**src/sv/bchc_pkg.sv**
```systemverilog
// bchc_pkg: shared types, phase and event codes, register map and reset
// values for the button click/hold classifier. No dependencies.
`timescale 1ns / 1ps
`default_nettype none

package bchc_pkg;

  // Default width of the wrapping time base
  localparam int unsigned TimeWidthDef = 32;

  localparam int unsigned PhaseW = 3;
  localparam int unsigned EventW = 2;
  localparam int unsigned ThrW   = 16;

  // Phase codes; 6 and 7 are unused and fall back to idle
  localparam logic [PhaseW-1:0] PhIdle     = 3'd0;
  localparam logic [PhaseW-1:0] PhDebounce = 3'd1;
  localparam logic [PhaseW-1:0] PhClicked  = 3'd2;
  localparam logic [PhaseW-1:0] PhHeld     = 3'd3;
  localparam logic [PhaseW-1:0] PhWaiting  = 3'd4;
  localparam logic [PhaseW-1:0] PhReleased = 3'd5;

  // Event codes
  localparam logic [EventW-1:0] EvNone  = 2'd0;
  localparam logic [EventW-1:0] EvClick = 2'd1;
  localparam logic [EventW-1:0] EvHold  = 2'd2;

  // Register map (word index = paddr[2])
  localparam logic RegDebounce = 1'b0;
  localparam logic RegHold     = 1'b1;

  localparam logic [ThrW-1:0] DebounceReset = 16'd100;
  localparam logic [ThrW-1:0] HoldReset     = 16'd750;

  typedef struct packed {
    logic [31:0] now_ticks;
    logic        button_pressed;
  } in_item_t;

  typedef struct packed {
    logic [EventW-1:0] button_event;
    logic              is_idle;
  } out_item_t;

  // Thresholds handed to the step logic
  typedef struct packed {
    logic [ThrW-1:0] debounce_ticks;
    logic [ThrW-1:0] hold_ticks;
  } cfg_t;

endpackage

`default_nettype wire

```
**src/sv/bchc_step.sv**
```systemverilog
// bchc_step: one-poll update of the click/hold phase machine.
// Depends on bchc_pkg.
`timescale 1ns / 1ps
`default_nettype none

module bchc_step #(
  parameter int unsigned TimeWidth = bchc_pkg::TimeWidthDef
) (
  input  bchc_pkg::cfg_t                 cfg_i,
  input  logic [bchc_pkg::PhaseW-1:0]    phase_i,
  input  logic [TimeWidth-1:0]           stamp_i,
  input  bchc_pkg::in_item_t             item_i,
  output logic [bchc_pkg::PhaseW-1:0]    phase_o,
  output logic [TimeWidth-1:0]           stamp_o,
  output bchc_pkg::out_item_t            result_o
);

  logic [TimeWidth-1:0]  now_tw;
  logic [TimeWidth-1:0]  elapsed;
  logic [63:0]           elapsed_ext;
  logic                  deb_done;
  logic                  hold_done;
  logic                  pressed;
  logic [bchc_pkg::EventW-1:0] ev;

  assign pressed     = item_i.button_pressed;
  assign now_tw      = TimeWidth'(item_i.now_ticks);
  assign elapsed     = now_tw - stamp_i;  // wraps mod 2^TimeWidth
  assign elapsed_ext = 64'(elapsed);
  assign deb_done    = elapsed_ext >= 64'(cfg_i.debounce_ticks);
  assign hold_done   = elapsed_ext >= 64'(cfg_i.hold_ticks);

  always_comb begin
    phase_o = phase_i;
    stamp_o = stamp_i;
    ev      = bchc_pkg::EvNone;
    case (phase_i)
      bchc_pkg::PhIdle: begin
        if (pressed) begin
          stamp_o = now_tw;
          phase_o = bchc_pkg::PhDebounce;
        end
      end
      bchc_pkg::PhDebounce: begin
        if (deb_done) begin
          if (pressed) begin
            stamp_o = now_tw;
            phase_o = bchc_pkg::PhClicked;
          end else begin
            phase_o = bchc_pkg::PhIdle;
          end
        end
      end
      bchc_pkg::PhClicked: begin
        // hold test wins over release on the same poll
        if (hold_done) begin
          phase_o = bchc_pkg::PhHeld;
        end else if (!pressed) begin
          phase_o = bchc_pkg::PhReleased;
        end
      end
      bchc_pkg::PhHeld: begin
        ev      = bchc_pkg::EvHold;
        phase_o = bchc_pkg::PhWaiting;
      end
      bchc_pkg::PhWaiting: begin
        if (!pressed) begin
          phase_o = bchc_pkg::PhIdle;
        end
      end
      bchc_pkg::PhReleased: begin
        ev      = bchc_pkg::EvClick;
        phase_o = bchc_pkg::PhIdle;
      end
      default: begin
        phase_o = bchc_pkg::PhIdle;
      end
    endcase
  end

  assign result_o.button_event = ev;
  assign result_o.is_idle      = (phase_o == bchc_pkg::PhIdle) && !pressed;

endmodule

`default_nettype wire

```
**src/sv/button_click_hold_classifier.sv**
```systemverilog
// button_click_hold_classifier: top level with input and result registers,
// phase/stamp state and APB-style config. Depends on bchc_pkg, bchc_step.
`timescale 1ns / 1ps
`default_nettype none

// Each input transfer is one poll of the button: the current free-running
// tick count and the pressed level. Every poll yields exactly one result
// transfer with a click/hold event code and an idle flag. A press in idle
// starts a debounce window of debounce_ticks; if still pressed at its end
// the press is confirmed and timed. Reaching hold_ticks gives a hold event
// on the following poll (then the block waits for release); releasing
// earlier gives a click on the following poll. Time differences wrap
// modulo 2^TimeWidth, and only the low TimeWidth bits of now_ticks count.
// Timing: one poll per clock sustained while the result register drains.
// A poll waits in the input register, where the phase update is a single
// subtract, two compares and the state decode; the result then moves to
// the output register when the poll advances, and result valid rises
// with that move. The input register takes a new poll in the same cycle
// the held one advances, and stalls only when the result register is
// full and not being taken.
// Registers: debounce_ticks at byte address 0, hold_ticks at 4 (16 bits,
// low half of pwdata). Write them only while no poll is in flight.
module button_click_hold_classifier #(
  parameter int unsigned TimeWidth = bchc_pkg::TimeWidthDef
) (
  input  logic                 clk_i,
  input  logic                 rst_ni,
  // poll channel
  input  logic                 in_valid_i,
  output logic                 in_ready_o,
  input  bchc_pkg::in_item_t   in_item_i,
  // result channel
  output logic                 out_valid_o,
  input  logic                 out_ready_i,
  output bchc_pkg::out_item_t  out_item_o,
  // config port
  input  logic                 psel,
  input  logic                 penable,
  input  logic                 pwrite,
  input  logic [2:0]           paddr,
  input  logic [31:0]          pwdata,
  output logic [31:0]          prdata,
  output logic                 pready
);

  // config registers
  bchc_pkg::cfg_t cfg_q;
  logic           cfg_wr;

  // input stage
  logic               in_valid_q;
  bchc_pkg::in_item_t in_q;

  // result stage
  logic                out_valid_q;
  bchc_pkg::out_item_t out_q;

  // machine state
  logic [bchc_pkg::PhaseW-1:0] phase_q, phase_d;
  logic [TimeWidth-1:0]        stamp_q, stamp_d;
  bchc_pkg::out_item_t         result_d;

  logic advance;  // input stage moves into the result stage

  assign pready = 1'b1;
  assign cfg_wr = psel && penable && pwrite && pready;

  always_ff @(posedge clk_i or negedge rst_ni) begin
    if (!rst_ni) begin
      cfg_q.debounce_ticks <= bchc_pkg::DebounceReset;
      cfg_q.hold_ticks     <= bchc_pkg::HoldReset;
    end else if (cfg_wr) begin
      if (paddr[2] == bchc_pkg::RegDebounce) begin
        cfg_q.debounce_ticks <= pwdata[bchc_pkg::ThrW-1:0];
      end else begin
        cfg_q.hold_ticks <= pwdata[bchc_pkg::ThrW-1:0];
      end
    end
  end

  always_comb begin
    if (paddr[2] == bchc_pkg::RegHold) begin
      prdata = 32'(cfg_q.hold_ticks);
    end else begin
      prdata = 32'(cfg_q.debounce_ticks);
    end
  end

  // handshake: result register frees up as it is taken
  assign advance    = in_valid_q && (!out_valid_q || out_ready_i);
  assign in_ready_o = !in_valid_q || advance;

  always_ff @(posedge clk_i or negedge rst_ni) begin
    if (!rst_ni) begin
      in_valid_q <= 1'b0;
    end else if (in_ready_o) begin
      in_valid_q <= in_valid_i;
    end
  end

  always_ff @(posedge clk_i) begin
    if (in_ready_o && in_valid_i) begin
      in_q <= in_item_i;
    end
  end

  bchc_step #(
    .TimeWidth (TimeWidth)
  ) u_step (
    .cfg_i    (cfg_q),
    .phase_i  (phase_q),
    .stamp_i  (stamp_q),
    .item_i   (in_q),
    .phase_o  (phase_d),
    .stamp_o  (stamp_d),
    .result_o (result_d)
  );

  // state commits only when the poll leaves the input stage
  always_ff @(posedge clk_i or negedge rst_ni) begin
    if (!rst_ni) begin
      phase_q <= bchc_pkg::PhIdle;
      stamp_q <= '0;
    end else if (advance) begin
      phase_q <= phase_d;
      stamp_q <= stamp_d;
    end
  end

  always_ff @(posedge clk_i or negedge rst_ni) begin
    if (!rst_ni) begin
      out_valid_q <= 1'b0;
    end else if (advance) begin
      out_valid_q <= 1'b1;
    end else if (out_ready_i) begin
      out_valid_q <= 1'b0;
    end
  end

  always_ff @(posedge clk_i) begin
    if (advance) begin
      out_q <= result_d;
    end
  end

  assign out_valid_o = out_valid_q;
  assign out_item_o  = out_q;

endmodule

`default_nettype wire
```
**config.mk**
```make
export PLATFORM = sky130hd
export DESIGN_NAME = button_click_hold_classifier
export DESIGN_NICKNAME = d
export VERILOG_FILES = /design/src/sv/bchc_pkg.sv /design/src/sv/bchc_step.sv /design/src/sv/button_click_hold_classifier.sv
export SDC_FILE = /design/constraint.sdc
export NUM_CORES = 1
export LEC_CHECK = 0
export ABC_AREA = 1
export BUFFER_PORTS_ARGS = -buffer_cell sky130_fd_sc_hd__buf_2
export CORE_AREA = 2 2 157 159
export DETAILED_ROUTE_END_ITERATION = 10
export DIE_AREA = 0 0 159 161
export GPL_ROUTABILITY_DRIVEN = 0
export SLEW_MARGIN = 20
export SYNTH_ARGS = -nofsm -noshare
export SYNTH_HDL_FRONTEND = slang
export SYNTH_HIERARCHICAL = 1
export SYNTH_SLANG_ARGS = --single-unit
```
**constraint.sdc**
```tcl
create_clock -name clk_i -period 8.5 [get_ports clk_i]
set_clock_uncertainty 0.15 [all_clocks]
set_input_delay 0.85 -clock clk_i [delete_from_list [all_inputs] [get_ports clk_i]]
set_output_delay 0.85 -clock clk_i [all_outputs]
set_load 0.02 [all_outputs]
```
======== Yosys cells after proc, flatten, opt, wreduce, memory -nomap -nowiden ========
Index checks and enable logic that the tools add are counted.
W data, S select, Z words.
operators by class
  mux-type cells .......................... 14
  reductions and logical operators ........ 17
  magnitude comparators ................... 2
  add/sub/neg operators ................... 1
  eq/ne operators ......................... 6
  bitwise operators ....................... 1
operators by type and width
  cell                  count
  $ge A32 B16 Y1        2
  $mux W32              2
  $pmux W32 S2          1
  $sub A32 B32 Y32      1
  $mux W16              1
  $mux W3               5
  $pmux W3 S5           1
  $eq A3 B2 Y1 const B  2
  $eq A3 B3 Y1 const B  2
  $logic_not A3 Y1      2
  $logic_and A1 B1 Y1   5
  $pmux W2 S2           1
  $reduce_and A2 Y1     2
  $reduce_bool A2 Y1    2
  $eq A3 B1 Y1 const B  1
  $logic_not A1 Y1      3
  $reduce_and A3 Y1     1
  $logic_or A1 B1 Y1    2
  $mux W1               2
  $mux W2               1
  $ne A2 B1 Y1 const B  1
  $not A1 Y1            1
word-level totals
  output and inout port bits .............. 38
  bits of input ports ..................... 75
  logic and storage cells ................. 51
  register bits ........................... 105

======== Logic depth before layout (Yosys ltp) ========
  depth after elaboration ................. 6
  depth in mapped cells ................... 24
  gate-level depth less buffers ........... 23

======== By module ========
The synthesis kept the hierarchy.
by module, submodules not included
  module                        seq. area each (um^2)  instances  area an instance (um^2)  cells an instance
  bchc_step                     0.0                    1          5295.1                   1075
  button_click_hold_classifier  2820.2                 1          4132.7                   407

======== Worst setup path before layout ========
OpenSTA, ideal clock, no wires.
  path type ............................... reg2reg
  start point ............................. reg stamp_q[0]
  end point ............................... reg stamp_q[2]
  library setup time ...................... 117 ps
  stages on the path, launching flop included .. 21
  required time ........................... 8233 ps
  setup slack ............................. 5205 ps
  arrival ................................. 3028 ps
  path buffers ............................ 1
  clock period less this slack ............ 3295 ps
  cells stage by stage .................... dfrtp_1 -> ha_1 -> fa_1 -> inv_1 -> nand3_1 -> nand3_1 -> nand2_1 -> nand2_1 -> xor2_1 -> ha_1 -> a21oi_1 -> nor2_1 -> a211oi_1 -> nand2_1 -> a21oi_2 -> clkbuf_1 -> nand4_1 -> nand3_1 -> nand3_1 -> nand2_1 -> nand2_1
between the ends
  word-level cells in the longest chain between the ends .. 4
ends and longest elaborated chain
  element                      RTL line                             source
  start, declared              button_click_hold_classifier.sv:60   logic [TimeWidth-1:0] stamp_q, stamp_d;
  start signal, assigned       button_click_hold_classifier.sv:126  stamp_q <= stamp_d;
  $sub A32 B32 Y32             bchc_step.sv:28                      assign elapsed = now_tw - stamp_i;
  $ge A32 B16 Y1               bchc_step.sv:30                      assign deb_done = elapsed_ext >= 64'(cfg_i.debounce_ticks);
  $ne A2 B1 Y1 (no line)       n/a
  $reduce_and A3 Y1 (no line)  n/a
Every way passes these cells.
A chain may end at the register's enable or synchronous reset.

======== Worst setup path in the final report ========
  start point ............................. reg stamp_q[0]
  end point ............................... reg stamp_q[16]
The elaborated chain is that of the path after synthesis.

==> results.json <==
{
  "drtAntennaViolNets": 0,
  "cp_max_fo": 34,
  "hold_viol_final": 0,
  "drt_iter0_markers": 576,
  "power_density_mw_per_mm2": 351.5,
  "drc_errors": 0,
  "syn_inst": 1482,
  "crit_chain": "ha_1 > fa_1 > inv_1 > nand3_1 > nand3_1 > nand2_1 > nand2_1 > xor2_1 > ha_1 > a21oi_1 > nor2_1 > a211oi_1 > nand2_1 > a21oi_2 > buf_4 > nand3_4 > nand2_1 > nand3_1 > nand3_1 > nand2_1 > nand2_1",
  "avgSynthCellArea_um2": 6.362,
  "synth-seq-cells": 105,
  "hold_path_class": "flop to flop",
  "worstSetupStartpointType": "flop",
  "fin_util": 0.4267,
  "maxSlewHeadroom": 0.3013,
  "worstMarginPinSlew_ns": 1.046,
  "synth_edf_count": 36,
  "timing_worst_setup_path_type": "flop to flop",
  "clock-sinks": 105,
  "htree_levels": 3,
  "cp.required_ns": 8.65,
  "grt_pass1_wl_um": 41360,
  "path_clk_slew_ns": 0.08,
  "rows": 57,
  "port_buffers": 77,
  "clk_latency_ns": 0.36,
  "setup_viol": 0,
  "yosysSeqAreaShare": 0.2991,
  "critPathCaptureType": "flop",
  "cp.arrival_ns": 4.50,
  "num_vias": 8888,
  "drv_slew": 0,
  "tns_ns": 0,
  "ys_warn_count": 6,
  "ys_top_cells_by_area": "nand2_1, dfrtp_1, edfxtp_1",
  "synth_area_leader_cell": "nand2_1",
  "crit_top_cell": "nand2_1",
  "place_area_mm2": 0.009930,
  "diodes": 0,
  "grt_pass1_vias": 8238,
  "final_cells": 1857,
  "core_region_area_mm2": 0.02396,
  "drv_cap": 0,
  "cellLeakagePower_nw": 5.715,
  "start_util": 0.3934,
  "slowest_delay_ns": 0.45,
  "hpwlAfterDp_um": 18160,
  "crit_slowest_cell": "nand3_4",
  "layout_common_cells": "nand2_1, inv_1, nand3_1",
  "design.die.area_mm2": 0.02560,
  "netlist-cell-type-count": 39,
  "placed_cells_incl_taps": 1841,
  "wirelength_um": 25240,
  "combinationalPowerShare": 0.670,
  "post-place-ws_ns": 4.220,
  "grt_use_total": 0.1981,
  "ys.flop_type": "dfrtp_1",
  "rsz0062_at_grt": "no",
  "cts_tree": "done",
  "gr-total-overflow": 0,
  "seqPwrFrac": 0.212,
  "fp.dieH_um": 161,
  "cts_resized": 0,
  "cts_setup_buffers": 0,
  "ioPinCount": 113,
  "swShare": 0.5414,
  "die_w_um": 159,
  "peakVddDrop_mv": 0.2682,
  "drive_above_1_share": 0.1135,
  "grt_max_degree": 70,
  "ctsHoldBuffers": 0,
  "clockRootBuffer": "clkbuf_16",
  "final_nets": 1667,
  "viasPerCell": 4.786,
  "p_int_mw": 1.648,
  "area_delta_synth_final_pct": 8.454,
  "outcome": "finished, final reports clean",
  "firstDrtPassIters": 5,
  "yosys.area.top_type_share": 0.2500,
  "syn_area_mm2": 0.009428,
  "power.switching_mw": 1.946,
  "ctsLongestPathBuffers": 2,
  "fmax_mhz": 230.0,
  "antenna_found_initial": 0,
  "fin_crit_ns": 4.348,
  "wl_per_cell_um": 13.59,
  "power_frac_clock": 0.117,
  "layout_commonest_cell": "nand2_1",
  "min_period_over_period": 0.5115,
  "post-route-worst-setup-slack_ns": 4.152,
  "fin_area_mm2": 0.01022,
  "cts_inserted_buffers": 9,
  "ys_async_sr_fraction": 0.6571
}
[critical path: cells and delay by family, from the launching register on]
| family | cells | cell delay (ns) |
|---|---|---|
| and+or+nand+nor | 12 | 1.61 |
| AOI/OAI and AO/OA | 3 | 0.45 |
| adders and majority gates | 3 | 0.93 |
| DFF | 1 | 0.41 |
| buffers and inverters | 2 | 0.54 |
| xor gates and xnor gates | 1 | 0.17 |
[per-stage QoR]
stage,power (mW),hold WS (ns)
floorplan,2.565,0.3002
global placement,3.119,0.3106
detailed placement,3.166,0.3143
CTS,3.610,0.3262
global route,4.005,0.3402
finish,3.594,0.3247
[worst paths after layout]
path                       startpoint     endpoint  slack [ns]  cells after the start
max in group asynchronous      rst_ni  stamp_q[17]        7.24                      2
min                          cfg_q[7]     cfg_q[7]        0.32                      2
min in group asynchronous      rst_ni    cfg_q[20]        0.48                      2
min reg2reg                  cfg_q[7]     cfg_q[7]        0.32                      2
max                        stamp_q[0]  stamp_q[16]        4.15                     21
max reg2reg                stamp_q[0]  stamp_q[16]        4.15                     21
[power by group through the flow]
stage,Clock (mW),Sequential [mW],Combinational (mW)
finish,0.421,0.764,2.41
global route,0.457,0.783,2.76
CTS,0.437,0.764,2.41
detailed placement,0,0.771,2.40
global placement,0,0.771,2.35
floorplan,0,0.750,1.81
[per-layer routing]
| layer | wire (µm) | global-route usage | up-vias |
|---|---|---|---|
| li1 | - | - | 4648 |
| met2 | 12130 | 0.3437 | 205 |
| met4 | 348 | 0.05165 | 0 |
| met5 | 0 | 0 | - |
| met3 | 1099 | 0.02363 | 23 |
| met1 | 11660 | 0.2631 | 4012 |
[sequential cells by signal (all words and copies together), names as in the netlist]
register     flops
cfg_q           32
in_q            33
in_valid_q       1
out_item_o       3
out_valid_o      1
phase_q          3
stamp_q         32
[cell type report]
type	instances	area, µm²
Fill cell	2574	13740
Multi-Input combinational cell	1077	5328
Sequential cell	105	2820
Inverter	252	945.9
Timing Repair Buffer	83	434.2
Tap cell	324	405.4
Clock buffer	10	229.0
Clock inverter	6	62.56
[kinds of logic after synthesis]
group                    count (synthesis)  synth area share
AND/OR/NAND/NOR                        906            0.4126
buffers and inverters                  315            0.1439
flip-flops                             105            0.2991
AO/OA/AOI/OAI                           75           0.04393
adder cells (fa/ha/maj)                 64           0.08573
XOR/XNOR                                15           0.01394
other                                    2         0.0007966
[cell usage after synthesis, drive strengths merged (6+ instances only)]
master / instances
nor2: 72
o21ai: 37
nand2: 646
edfxtp: 36
a21oi: 31
ha: 63
dfstp: 10
nor3: 6
clkbuf: 19
xor2: 14
buf: 44
nand4: 46
inv: 250
dfrtp: 59
nand3: 132
Note: power is estimated with default switching activity, not from simulation.
